<file path="config.mk">
export PLATFORM = sky130hd
export DESIGN_NAME = obstacle_line_parser_core
export DESIGN_NICKNAME = d
export VERILOG_FILES = /design/src/rtl/core/olp_pkg.sv /design/src/rtl/core/obstacle_line_parser_core.sv
export VERILOG_INCLUDE_DIRS = /design/src /design/src/rtl/core
export SDC_FILE = /design/constraint.sdc
export NUM_CORES = 1
export LEC_CHECK = 0
export ABC_AREA = 1
export BUFFER_PORTS_ARGS = -buffer_cell sky130_fd_sc_hd__buf_2
export CORE_ASPECT_RATIO = 1.25
export CORE_MARGIN = 1.5
export CORE_UTILIZATION = 40
export CTS_CLUSTER_SIZE = 8
export DETAILED_ROUTE_END_ITERATION = 6
export REMOVE_ABC_BUFFERS = 1
export SKIP_CTS_REPAIR_TIMING = 1
export SLEW_MARGIN = 10
export SYNTH_ARGS = -nofsm -noshare
export SYNTH_HDL_FRONTEND = slang
export SYNTH_SLANG_ARGS = --single-unit
export TNS_END_PERCENT = 5
</file>
<file path="constraint.sdc">
create_clock -name clk -period 3.21 [get_ports clk]
set_input_delay 0.1605 -clock clk [delete_from_list [all_inputs] [get_ports clk]]
set_output_delay 0.1605 -clock clk [all_outputs]
set_load 0.01 [all_outputs]
</file>
<file path="src/rtl/core/obstacle_line_parser_core_assert.svh">
// ---------------------------------------------------------------------------
// obstacle line parser assertion macros
// shared concurrent check forms, clocked on clk with synchronous reset rst
// ---------------------------------------------------------------------------
`ifndef OBSTACLE_LINE_PARSER_CORE_ASSERT_SVH
`define OBSTACLE_LINE_PARSER_CORE_ASSERT_SVH

// same-cycle implication
`define OLP_ASSERT_IMP(label, ante, cons, msg) \
  label: assert property (@(posedge clk) disable iff (rst) (ante) |-> (cons)) \
    else $error(msg);

// next-cycle implication
`define OLP_ASSERT_NXT(label, ante, cons, msg) \
  label: assert property (@(posedge clk) disable iff (rst) (ante) |=> (cons)) \
    else $error(msg);

`endif

</file>
<file path="src/rtl/core/olp_pkg.sv">
// ---------------------------------------------------------------------------
// obstacle line parser package
// parse phases, character codes, color codes and literal lookups
// ---------------------------------------------------------------------------
package olp_pkg;

  localparam int LINE_CAPACITY = 64;
  localparam int LEN_W         = $clog2(LINE_CAPACITY);
  localparam logic [LEN_W-1:0] LEN_MAX = LEN_W'(LINE_CAPACITY - 1);

  typedef enum logic [2:0] {
    PH_PREFIX    = 3'd0,
    PH_NAME      = 3'd1,
    PH_N1_START  = 3'd2,
    PH_N1_DIGITS = 3'd3,
    PH_N2_START  = 3'd4,
    PH_N2_DIGITS = 3'd5,
    PH_DONE      = 3'd6,
    PH_FAIL      = 3'd7
  } phase_t;

  localparam logic [1:0] COLOR_NONE  = 2'd0;
  localparam logic [1:0] COLOR_RED   = 2'd1;
  localparam logic [1:0] COLOR_GREEN = 2'd2;

  localparam logic [1:0] CAND_RED   = 2'b01;
  localparam logic [1:0] CAND_GREEN = 2'b10;
  localparam logic [1:0] CAND_BOTH  = 2'b11;

  localparam logic [7:0] CH_NUL   = 8'd0;
  localparam logic [7:0] CH_LF    = 8'd10;
  localparam logic [7:0] CH_CR    = 8'd13;
  localparam logic [7:0] CH_COMMA = 8'h2c;
  localparam logic [7:0] CH_PLUS  = 8'h2b;
  localparam logic [7:0] CH_MINUS = 8'h2d;
  localparam logic [7:0] CH_ZERO  = 8'h30;
  localparam logic [7:0] CH_NINE  = 8'h39;

  localparam logic [3:0] NONE_LEN   = 4'd9;
  localparam logic [3:0] PREFIX_LEN = 4'd5;
  localparam logic [2:0] RED_LEN    = 3'd3;
  localparam logic [2:0] GREEN_LEN  = 3'd5;
  localparam logic [2:0] NAME_MAX   = 3'd7;

  // "OBST:NONE"
  function automatic logic [7:0] none_char(input logic [3:0] idx);
    logic [7:0] ch;
    unique case (idx)
      4'd0:    ch = 8'h4f;
      4'd1:    ch = 8'h42;
      4'd2:    ch = 8'h53;
      4'd3:    ch = 8'h54;
      4'd4:    ch = 8'h3a;
      4'd5:    ch = 8'h4e;
      4'd6:    ch = 8'h4f;
      4'd7:    ch = 8'h4e;
      4'd8:    ch = 8'h45;
      default: ch = 8'h00;
    endcase
    return ch;
  endfunction

  // "RED"
  function automatic logic [7:0] red_char(input logic [1:0] idx);
    logic [7:0] ch;
    unique case (idx)
      2'd0:    ch = 8'h52;
      2'd1:    ch = 8'h45;
      2'd2:    ch = 8'h44;
      default: ch = 8'h00;
    endcase
    return ch;
  endfunction

  // "GREEN"
  function automatic logic [7:0] green_char(input logic [2:0] idx);
    logic [7:0] ch;
    unique case (idx)
      3'd0:    ch = 8'h47;
      3'd1:    ch = 8'h52;
      3'd2:    ch = 8'h45;
      3'd3:    ch = 8'h45;
      3'd4:    ch = 8'h4e;
      default: ch = 8'h00;
    endcase
    return ch;
  endfunction

  // space, tab, vertical tab, form feed (line end and return never get here)
  function automatic logic is_blank(input logic [7:0] ch);
    return (ch == 8'd32) || (ch == 8'd9) || (ch == 8'd11) || (ch == 8'd12);
  endfunction

  function automatic logic is_digit(input logic [7:0] ch);
    return (ch >= CH_ZERO) && (ch <= CH_NINE);
  endfunction

endpackage

</file>
<file path="src/rtl/core/obstacle_line_parser_core.sv">
// ---------------------------------------------------------------------------
// obstacle line parser core
// streaming parser for newline-terminated obstacle report lines
// ---------------------------------------------------------------------------
// One received byte is taken per beat and folded into a small parse state, so
// the core sustains one byte per clock. A good line (OBST:NONE..., or
// OBST:RED / OBST:GREEN followed by two signed decimals) yields one result
// beat in the cycle after its newline byte is accepted, from an output
// register. The input is held off only when a newline arrives while an
// earlier result still sits unclaimed in that register; all other bytes
// pass freely. Carriage returns are dropped, a NUL hides the rest of the
// line, and a line reaching olp_pkg::LINE_CAPACITY characters restarts.
// There is no line buffer and no clearing pass after reset.
`include "obstacle_line_parser_core_assert.svh"

module obstacle_line_parser_core (
  input  logic        clk,
  input  logic        rst,
  // byte input channel
  input  logic        in_valid,
  output logic        in_stall,
  input  logic [7:0]  rx_byte,
  // result channel
  output logic        out_valid,
  input  logic        out_stall,
  output logic [1:0]  obstacle_color,
  output logic signed [15:0] fwd_offset,
  output logic signed [15:0] side_offset
);

  // parse state registers
  olp_pkg::phase_t                 parse_phase, parse_phase_next;
  logic [olp_pkg::LEN_W-1:0]       line_length, line_length_next;
  logic [3:0]                      literal_index, literal_index_next;
  logic                            none_prefix_seen, none_prefix_seen_next;
  logic [2:0]                      name_length, name_length_next;
  logic [1:0]                      name_candidates, name_candidates_next;
  logic [15:0]                     number_accumulator, number_accumulator_next;
  logic                            number_negative, number_negative_next;
  logic                            digit_seen, digit_seen_next;
  logic [15:0]                     first_value, first_value_next;
  logic                            text_ended, text_ended_next;

  // result formed this cycle
  logic        result_hit;
  logic [1:0]  result_color;
  logic [15:0] result_distance;
  logic [15:0] result_lateral;

  logic        in_beat;
  logic [15:0] number_value;
  logic [15:0] digit_value;
  logic [15:0] acc_times_ten;
  olp_pkg::phase_t digits_phase;

  // a newline may create a result, so it waits while the result register is held
  assign in_stall = out_valid && out_stall && (rx_byte == olp_pkg::CH_LF);
  assign in_beat  = in_valid && !in_stall;

  assign number_value  = number_negative ? (16'd0 - number_accumulator) : number_accumulator;
  assign digit_value   = {8'd0, rx_byte - olp_pkg::CH_ZERO};
  assign acc_times_ten = (number_accumulator << 3) + (number_accumulator << 1);
  assign digits_phase  = (parse_phase == olp_pkg::PH_N1_START) ?
                         olp_pkg::PH_N1_DIGITS : olp_pkg::PH_N2_DIGITS;

  always_comb begin
    parse_phase_next        = parse_phase;
    line_length_next        = line_length;
    literal_index_next      = literal_index;
    none_prefix_seen_next   = none_prefix_seen;
    name_length_next        = name_length;
    name_candidates_next    = name_candidates;
    number_accumulator_next = number_accumulator;
    number_negative_next    = number_negative;
    digit_seen_next         = digit_seen;
    first_value_next        = first_value;
    text_ended_next         = text_ended;
    result_hit              = 1'b0;
    result_color            = olp_pkg::COLOR_NONE;
    result_distance         = 16'd0;
    result_lateral          = 16'd0;

    if (rx_byte == olp_pkg::CH_LF) begin
      // end of line: report if good, then restart
      if (none_prefix_seen) begin
        result_hit = 1'b1;
      end else if ((parse_phase == olp_pkg::PH_DONE) ||
                   ((parse_phase == olp_pkg::PH_N2_DIGITS) && digit_seen)) begin
        result_hit      = 1'b1;
        result_color    = (name_candidates == olp_pkg::CAND_GREEN) ?
                          olp_pkg::COLOR_GREEN : olp_pkg::COLOR_RED;
        result_distance = first_value;
        result_lateral  = number_value;
      end
    end else if (rx_byte == olp_pkg::CH_CR) begin
      // dropped, not counted
    end else if (line_length >= olp_pkg::LEN_MAX) begin
      // overlong line, restart below
    end else begin
      line_length_next = line_length + 1'b1;
      if (rx_byte == olp_pkg::CH_NUL) begin
        text_ended_next = 1'b1;
      end else if (!text_ended) begin
        // track the no-obstacle literal independently of the main parse
        if ((olp_pkg::LEN_W'(literal_index) == line_length) &&
            (line_length < olp_pkg::LEN_W'(olp_pkg::NONE_LEN)) &&
            (rx_byte == olp_pkg::none_char(line_length[3:0]))) begin
          literal_index_next = literal_index + 1'b1;
          if (literal_index == olp_pkg::NONE_LEN - 4'd1) begin
            none_prefix_seen_next = 1'b1;
          end
        end

        unique case (parse_phase)
          olp_pkg::PH_PREFIX: begin
            if ((line_length < olp_pkg::LEN_W'(olp_pkg::PREFIX_LEN)) &&
                (rx_byte == olp_pkg::none_char(line_length[3:0]))) begin
              if (line_length == olp_pkg::LEN_W'(olp_pkg::PREFIX_LEN - 4'd1)) begin
                parse_phase_next = olp_pkg::PH_NAME;
              end
            end else begin
              parse_phase_next = olp_pkg::PH_FAIL;
            end
          end
          olp_pkg::PH_NAME: begin
            if (rx_byte == olp_pkg::CH_COMMA) begin
              if ((name_length == olp_pkg::RED_LEN) && name_candidates[0]) begin
                name_candidates_next = olp_pkg::CAND_RED;
                parse_phase_next     = olp_pkg::PH_N1_START;
              end else if ((name_length == olp_pkg::GREEN_LEN) && name_candidates[1]) begin
                name_candidates_next = olp_pkg::CAND_GREEN;
                parse_phase_next     = olp_pkg::PH_N1_START;
              end else begin
                name_candidates_next = 2'b00;
                parse_phase_next     = olp_pkg::PH_FAIL;
              end
            end else if (name_length == olp_pkg::NAME_MAX) begin
              parse_phase_next = olp_pkg::PH_FAIL;
            end else begin
              if (!((name_length < olp_pkg::RED_LEN) &&
                    (rx_byte == olp_pkg::red_char(name_length[1:0])))) begin
                name_candidates_next[0] = 1'b0;
              end
              if (!((name_length < olp_pkg::GREEN_LEN) &&
                    (rx_byte == olp_pkg::green_char(name_length)))) begin
                name_candidates_next[1] = 1'b0;
              end
              name_length_next = name_length + 1'b1;
            end
          end
          olp_pkg::PH_N1_START, olp_pkg::PH_N2_START: begin
            if (!olp_pkg::is_blank(rx_byte)) begin
              number_accumulator_next = 16'd0;
              number_negative_next    = 1'b0;
              digit_seen_next         = 1'b0;
              if ((rx_byte == olp_pkg::CH_PLUS) || (rx_byte == olp_pkg::CH_MINUS)) begin
                number_negative_next = (rx_byte == olp_pkg::CH_MINUS);
                parse_phase_next     = digits_phase;
              end else if (olp_pkg::is_digit(rx_byte)) begin
                number_accumulator_next = digit_value;
                digit_seen_next         = 1'b1;
                parse_phase_next        = digits_phase;
              end else begin
                parse_phase_next = olp_pkg::PH_FAIL;
              end
            end
          end
          olp_pkg::PH_N1_DIGITS: begin
            if (olp_pkg::is_digit(rx_byte)) begin
              number_accumulator_next = acc_times_ten + digit_value;
              digit_seen_next         = 1'b1;
            end else if ((rx_byte == olp_pkg::CH_COMMA) && digit_seen) begin
              first_value_next = number_value;
              parse_phase_next = olp_pkg::PH_N2_START;
            end else begin
              parse_phase_next = olp_pkg::PH_FAIL;
            end
          end
          olp_pkg::PH_N2_DIGITS: begin
            if (olp_pkg::is_digit(rx_byte)) begin
              number_accumulator_next = acc_times_ten + digit_value;
              digit_seen_next         = 1'b1;
            end else begin
              parse_phase_next = digit_seen ? olp_pkg::PH_DONE : olp_pkg::PH_FAIL;
            end
          end
          olp_pkg::PH_DONE, olp_pkg::PH_FAIL: begin
            // trailing text ignored
          end
        endcase
      end
    end

    // newline or overlong line: back to the start of a line
    if ((rx_byte == olp_pkg::CH_LF) ||
        ((rx_byte != olp_pkg::CH_CR) && (line_length >= olp_pkg::LEN_MAX))) begin
      parse_phase_next        = olp_pkg::PH_PREFIX;
      line_length_next        = '0;
      literal_index_next      = 4'd0;
      none_prefix_seen_next   = 1'b0;
      name_length_next        = 3'd0;
      name_candidates_next    = olp_pkg::CAND_BOTH;
      number_accumulator_next = 16'd0;
      number_negative_next    = 1'b0;
      digit_seen_next         = 1'b0;
      first_value_next        = 16'd0;
      text_ended_next         = 1'b0;
    end
  end

  // parse state, updated on each accepted beat
  always_ff @(posedge clk) begin
    if (rst) begin
      parse_phase        <= olp_pkg::PH_PREFIX;
      line_length        <= '0;
      literal_index      <= 4'd0;
      none_prefix_seen   <= 1'b0;
      name_length        <= 3'd0;
      name_candidates    <= olp_pkg::CAND_BOTH;
      number_accumulator <= 16'd0;
      number_negative    <= 1'b0;
      digit_seen         <= 1'b0;
      first_value        <= 16'd0;
      text_ended         <= 1'b0;
    end else if (in_beat) begin
      parse_phase        <= parse_phase_next;
      line_length        <= line_length_next;
      literal_index      <= literal_index_next;
      none_prefix_seen   <= none_prefix_seen_next;
      name_length        <= name_length_next;
      name_candidates    <= name_candidates_next;
      number_accumulator <= number_accumulator_next;
      number_negative    <= number_negative_next;
      digit_seen         <= digit_seen_next;
      first_value        <= first_value_next;
      text_ended         <= text_ended_next;
    end
  end

  // result register
  always_ff @(posedge clk) begin
    if (rst) begin
      out_valid <= 1'b0;
    end else if (in_beat && result_hit) begin
      out_valid <= 1'b1;
    end else if (!out_stall) begin
      out_valid <= 1'b0;
    end
  end

  always_ff @(posedge clk) begin
    if (in_beat && result_hit) begin
      obstacle_color <= result_color;
      fwd_offset     <= result_distance;
      side_offset    <= result_lateral;
    end
  end

  `OLP_ASSERT_IMP(a_len_bound, 1'b1, line_length <= olp_pkg::LEN_MAX,
                  "line length beyond capacity")
  `OLP_ASSERT_NXT(a_newline_restart, in_beat && (rx_byte == olp_pkg::CH_LF),
                  (parse_phase == olp_pkg::PH_PREFIX) && (line_length == '0),
                  "newline did not restart the line")
  `OLP_ASSERT_IMP(a_none_zero, out_valid && (obstacle_color == olp_pkg::COLOR_NONE),
                  (fwd_offset == 16'sd0) && (side_offset == 16'sd0),
                  "no-obstacle result with nonzero offsets")
  `OLP_ASSERT_IMP(a_literal_bound, 1'b1,
                  (olp_pkg::LEN_W'(literal_index) <= line_length) &&
                  (literal_index <= olp_pkg::NONE_LEN),
                  "literal index ahead of line position")

endmodule
</file>
Word-level counts from Yosys, hierarchy flattened
Memory sizes are Yosys's and may differ from the RTL's. A register that Yosys moved wholly into a read port is not among the register bits.
Index checks and enable logic that the tools add are counted.
- add/sub/neg operators: 7
- $lt $le $gt $ge: 7
- equal/unequal tests: 51
- multiplexer cells: 147
- bitwise gates (word level): 2
- reduce and logical (&&, ||, !) cells: 50
- operators with widths (operator ; number):
    two-way mux 16 bit ; 18
    two-way mux 8 bit ; 29
    two-way mux 3 bit ; 27
    AND reduction 9 bit ; 5
    two-way mux 4 bit ; 11
    == test 8 x 4 -> 1 bit, second input constant ; 5
    two-way mux 1 bit ; 40
    == test 8 x 6 -> 1 bit, second input constant ; 4
    == test 8 bit ; 4
    case mux 16 bit (2 select lines) ; 1
    case mux 7 bit (4 select lines) ; 1
    two-way mux 2 bit ; 13
    two-way mux 6 bit ; 4
    case mux 7 bit (3 select lines) ; 1
    inequality test 2 x 1 -> 1 bit, second input constant ; 10
    == test 3 bit, second input constant ; 6
    adder 16 bit ; 1
    adder 16 x 8 -> 16 bit ; 1
    AND reduction 8 bit ; 2
    subtractor 1 x 16 -> 16 bit, first input constant ; 1
    logical AND 1 bit ; 15
    case mux 3 bit (5 select lines) ; 1
    nonzero test 2 bit ; 7
    == test 3 x 2 -> 1 bit, second input constant ; 4
    37 further kinds ; 53
- bits in registers: 89
- ROM bits: 224
- output and inout bits: 36
- memories kept: 2
- memories (memory ; depth ; width ; read ports ; clocked after Yosys merged registers in ; wr ports ; RTL line ; source):
    (no name shown) ; 16 ; 7 ; 1 ; 1 ; 0 ; olp_pkg.sv:48 ; unique case (idx)
    (no name shown) ; 16 ; 7 ; 1 ; 1 ; 0 ; olp_pkg.sv:48 ;

Logic depth before layout (Yosys ltp)
- depth in word-level cells: 23
- depth in mapped cells: 17
- mapped depth without buffers: 17

Worst setup path after synthesis
OpenSTA, ideal clock, no wires.
- path kind: register -> register
- start point: register parse_phase[0]
- end point: register fwd_offset[0], enable pin
- data arrival time: 2550 ps
- data required time: 2772 ps
- path slack: 222 ps
- stages on the path, launching flop included: 7
- buffers on the path: 0
- period minus slack after synthesis: 2988 ps
- cell sequence: dfxtp_1 > inv_2 > nor2_2 > nand2_1 > o22ai_1 > nand2_1 > a21oi_1
- word-level cells in the longest chain between the ends: 7
- ends and longest elaborated chain (what ; RTL line ; source):
    start, declared ; obstacle_line_parser_core.sv:32 ; olp_pkg::phase_t parse_phase, parse_phase_next;
    start signal, assigned ; obstacle_line_parser_core.sv:214 ; parse_phase <= olp_pkg::PH_PREFIX;
    start signal, assigned ; obstacle_line_parser_core.sv:226 ; parse_phase <= parse_phase_next;
    == test 3 bit ; obstacle_line_parser_core.sv:88 ; ((parse_phase == olp_pkg::PH_N2_DIGITS) && digit_seen)) begin
    logical AND 1 bit ; obstacle_line_parser_core.sv:88 ;
    logical OR 1 bit (*) ; obstacle_line_parser_core.sv:87 ; end else if ((parse_phase == olp_pkg::PH_DONE) ||
    two-way mux 1 bit (*) ; obstacle_line_parser_core.sv:87 ;
    two-way mux 1 bit (*) ; obstacle_line_parser_core.sv:85 ; if (none_prefix_seen) begin
    two-way mux 1 bit (*) ; obstacle_line_parser_core.sv:83 ; if (rx_byte == olp_pkg::CH_LF) begin
    logical AND 1 bit (*) ; obstacle_line_parser_core.sv:252 ; if (in_beat && result_hit) begin
    end signal, assigned ; obstacle_line_parser_core.sv:254 ; fwd_offset <= result_distance;
    end, declared ; obstacle_line_parser_core.sv:27 ; output logic signed [15:0] fwd_offset,
Mark *: on every way between the ends. The rest lies on a longest branch, timed or not.
A chain may end at the register's enable or synchronous reset.

Worst setup path in the final report
- start point: register line_length[0] in the netlist's numbering
- end point: register name_length[0]
- word-level cells in the longest chain between the ends: 5
- ends and longest elaborated chain (what ; RTL line ; source):
    start, declared ; obstacle_line_parser_core.sv:33 ; logic [olp_pkg::LEN_W-1:0] line_length, line_length_next;
    start signal, assigned ; obstacle_line_parser_core.sv:227 ; line_length <= line_length_next;
    >= comparator 6 bit (*) ; obstacle_line_parser_core.sv:97, obstacle_line_parser_core.sv:196 ;
    logical AND 1 bit ; obstacle_line_parser_core.sv:196 ; ((rx_byte != olp_pkg::CH_CR) && (line_length >= olp_pkg::LEN_MAX))) begin
    logical OR 1 bit ; obstacle_line_parser_core.sv:195 ; if ((rx_byte == olp_pkg::CH_LF) ||
    inequality test 2 x 1 -> 1 bit (no source line) or nonzero test 2 bit (tied branches) ; n/a ;
    AND reduction 9 bit (no source line) ; n/a ;
    end signal, assigned ; obstacle_line_parser_core.sv:230 ; name_length <= name_length_next;
    end, declared ; obstacle_line_parser_core.sv:36 ; logic [2:0] name_length, name_length_next;
Marked as above.

==> key figures <==
Run status
  • Status: completed

Detailed routing
  • Number of nets with antenna violations after detailed routing: 0
  • Vias: around 6000
  • Top routing layer in use: met4
  • Via-to-Cell Ratio: between 4 and 5
  • First DRT Iteration DRCs: ~260
  • Routed length on met1: a little under 7000 um
  • WL/cell: about 14 um
  • Detailed-route DRC error count: 0
  • Routed wire length on met3: between 400 and 500 um
  • Amount of wire on met2 after detailed routing: roughly 9200 um
  • Total routed wirelength: 16900 um
  • First-pass iteration count of the detailed router: 4

Timing
  • Max transition margin: 0.592
  • Final setup violation count: 0
  • Achievable Freq: around 400 MHz
  • Final worst path period need: 2540 ps
  • Setup repair after global routing missed its margin: false
  • Fin. Hold Viols: 0
  • Final Worst Setup Slack: between 600 and 700 ps
  • Setup Skew: just under 9 ps
  • Final period util: 0.790
  • Least-Margin Pin Slew: roughly 610 ps
  • Fin Setup TNS: 0 ps
  • Fin. max-slew vios: 0

Synth
  • Gate Count Post-Synth: 978
  • Count of synthesis-stage warnings from yosys: 0
  • Synth area leaders: dfxtp_1 (18%), edfxtp_1 (15%), nand2_1 (15%)
  • XOR/XNOR share of the synthesized area: 0.0259
  • Combinational family with the most area after synthesis: simple AND/OR/NAND/NOR gates
  • Share of Yosys cell area claimed by the top area cell type: 0.184
  • Mux cell area share after synthesis: 0
  • Adder-cell area share of the yosys netlist: 0.0994
  • Proportion of synthesized chip area in sequential cells: 0.335
  • Count of distinct cell types in the synthesized netlist: 46
  • Share of flip-flops with an asynchronous set or reset: 0
  • Synthesized area: about 6800 um^2
  • Most used flip-flop cell after synthesis: dfxtp_1
  • Leading cell type by number of instances after synthesis: nand2_1
  • Mean post-synth cell area: 6.90 um^2
  • Compound-cell area share of the yosys netlist: 0.0997
  • Yosys top cell by area: dfxtp_1
  • Number of flip-flops and latches in the synthesized netlist: 96
  • EDFF count, synth: 34
  • Area fraction in and, or, nand and nor cells after synthesis: 0.341
  • Top cell types by occurrence after synthesis: nand2_1 (262), inv_1 (132), nor2_1 (118)

Layout
  • Final nets: ~1100
  • Area growth from synthesis to final layout: 11.5%
  • Fraction of final layout cells with drive strength greater than 1: 0.131
  • Fill cell total of the finished layout: roughly 1700
  • Non-filler cells, final: about 1200
  • Final antenna diode count: 0

Die
  • Area of the die: roughly 18000 um^2
  • Number of standard-cell rows in the floorplan: between 50 and 60
  • Top-Level Pins: 48
  • Horizontal die dimension: roughly 120 um
  • Area of the core: 16300 um^2
  • Effective utilization at floorplan: 0.413
  • Chip height: around 150 um

Clock tree
  • Clock H-tree levels: 3
  • Total number of clock tree sinks: 96
  • Worst-Skew Late Latency: approximately 360 ps
  • Maximum root-to-sink buffer count: 2
  • CTS clk-pin slew, worst paths: roughly 70 ps
  • TritonCTS clock tree: built
  • Clock Root Buffer: clkbuf_16
  • Inserted Clock Buffers: 9

Global route
  • Overflow left after global routing: 0
  • All-layer global routing usage: 0.198
  • First-pass GRT wire length: between 20000 and 30000 um
  • Via count of the first global-routing pass: between 5000 and 6000
  • Largest net degree at the start of global routing: a little over 40
  • Initial antenna violation count: 0

Place
  • Input/output buffers: 47
  • DP Worst Slack: around 550 ps
  • Placer's final routability congestion estimate: 0.897
  • Detailed placement HPWL: between 10000 and 15000 um
  • Placed cell count: approximately 1200

Hold path
  • Min-delay worst type: in2reg

Worst setup path
  • Data required, critical path: about 3500 ps
  • Most frequent CP cell: nand2_1
  • Maximum fanout count along the critical path: 27
  • Cell breakdown of the critical path: ha_1, nand3_1, nor2_2, nand2_2, nand2_4, nand2_1, a21oi_1, o21ai_0, nand2_1, nor2_1
  • Kind of start point of the critical path: flop
  • Highest cell delay on the worst timing path: 450 ps
  • Buf/Inv on CP: 0
  • Worst Setup End Kind: flop
  • Data arrival at the endpoint of the critical path: about 2800 ps
  • Worst Setup Path Type: reg2reg
  • CP top delay family: simple AND/OR/NAND/NOR gates
  • CP max-delay cell: a21oi_1

Pwr
  • Worst vdd rail ir drop: roughly 0.4 mV
  • Total power divided by cell area: about 400 nW/um^2
  • Leakage Power: approximately 3.4 nW

Flow run
  • Max capacitance violation total: 0
==> registers in the layout (all words and copies together), names as in the netlist, named ones only <==
| register | count |
|---|---|
| obstacle_color | 2 |
| number_negative | 1 |
| digit_seen | 1 |
| name_length | 3 |
| literal_index | 4 |
| line_length | 6 |
| text_ended | 1 |
| first_value | 16 |
| none_prefix_seen | 1 |
| name_candidates | 2 |
| side_offset | 16 |
| number_accumulator | 16 |
| out_valid | 1 |
| parse_phase | 3 |
| fwd_offset | 16 |
==> final cells by class <==
cell class,instances,area [um^2],share of cell area
clock inverter,7,95.1,0.0126
sequential,96,2260,0.300
tap,216,270,0.0359
timing repair buffer,54,288,0.0382
inverter,148,557,0.0739
multi-input combinational,713,3830,0.509
clock buffer,9,225,0.0299
==> worst min-delay path, stage by stage <==
cell	delay, ps
buf_2	90
a21oi_1	60
nor2_1	70
==> path summary, 6_finish.rpt <==
kind	end	start	slack (ps)	depth (start not counted)
hold / removal	out_valid	out_stall	60	3
setup reg to reg	name_length[0]	line_length[0]	670	10
hold reg to reg	text_ended	text_ended	450	2
setup / recovery	name_length[0]	line_length[0]	670	10
==> where the power goes <==
part	switching [mW]	internal, mW
registers	0.0496	1.28
logic	0.384	0.195
clock network	0.530	0.634
total	0.964	2.11
==> metal layers <==
layer,global-route usage,vias to the layer above
li1,-,3203
met1,0.208,2708
met2,0.390,89
met3,0.0295,28
met4,0.0759,0
met5,0,-
==> layout by cell type, fill, tap and decap left out, types with 9 or more instances in the layout <==
master     Yosys  final
nand2_1      262    262
inv_1        132    132
nor2_1       118    118
nand3_1       74     74
a21oi_1       68     67
dfxtp_1       62     62
buf_2          4     47
ha_1          44     44
edfxtp_1      34     34
o21ai_0       22     22
xor2_1        18     18
nand2_2       16     16
inv_2         14     14
nor3_1        14     14
nand4_1       13     13
a21oi_2       10     10
clkbuf_16      0      9
==> cells by family (layout without fill, tap and decap cells) <==
| family | Yosys count | count (layout) |
|---|---|---|
| simple gates | 526 | 526 |
| buf+inv | 169 | 218 |
| compound gates | 117 | 117 |
| flops | 96 | 96 |
| fa+ha+maj | 50 | 50 |
| xor+xnor | 20 | 20 |
==> stage by stage <==
stage	power, mW	hold WS, ps	instance area, um^2	util
finish	3.07	63.0	7530	0.461
global placement	1.94	417	7210	0.441
floorplan	1.76	223	6640	-
detailed placement	1.94	418	7210	0.441
CTS	3.10	50.1	7530	0.461
global route	3.23	85.6	7530	0.461
(Power assumes the default switching activity.)
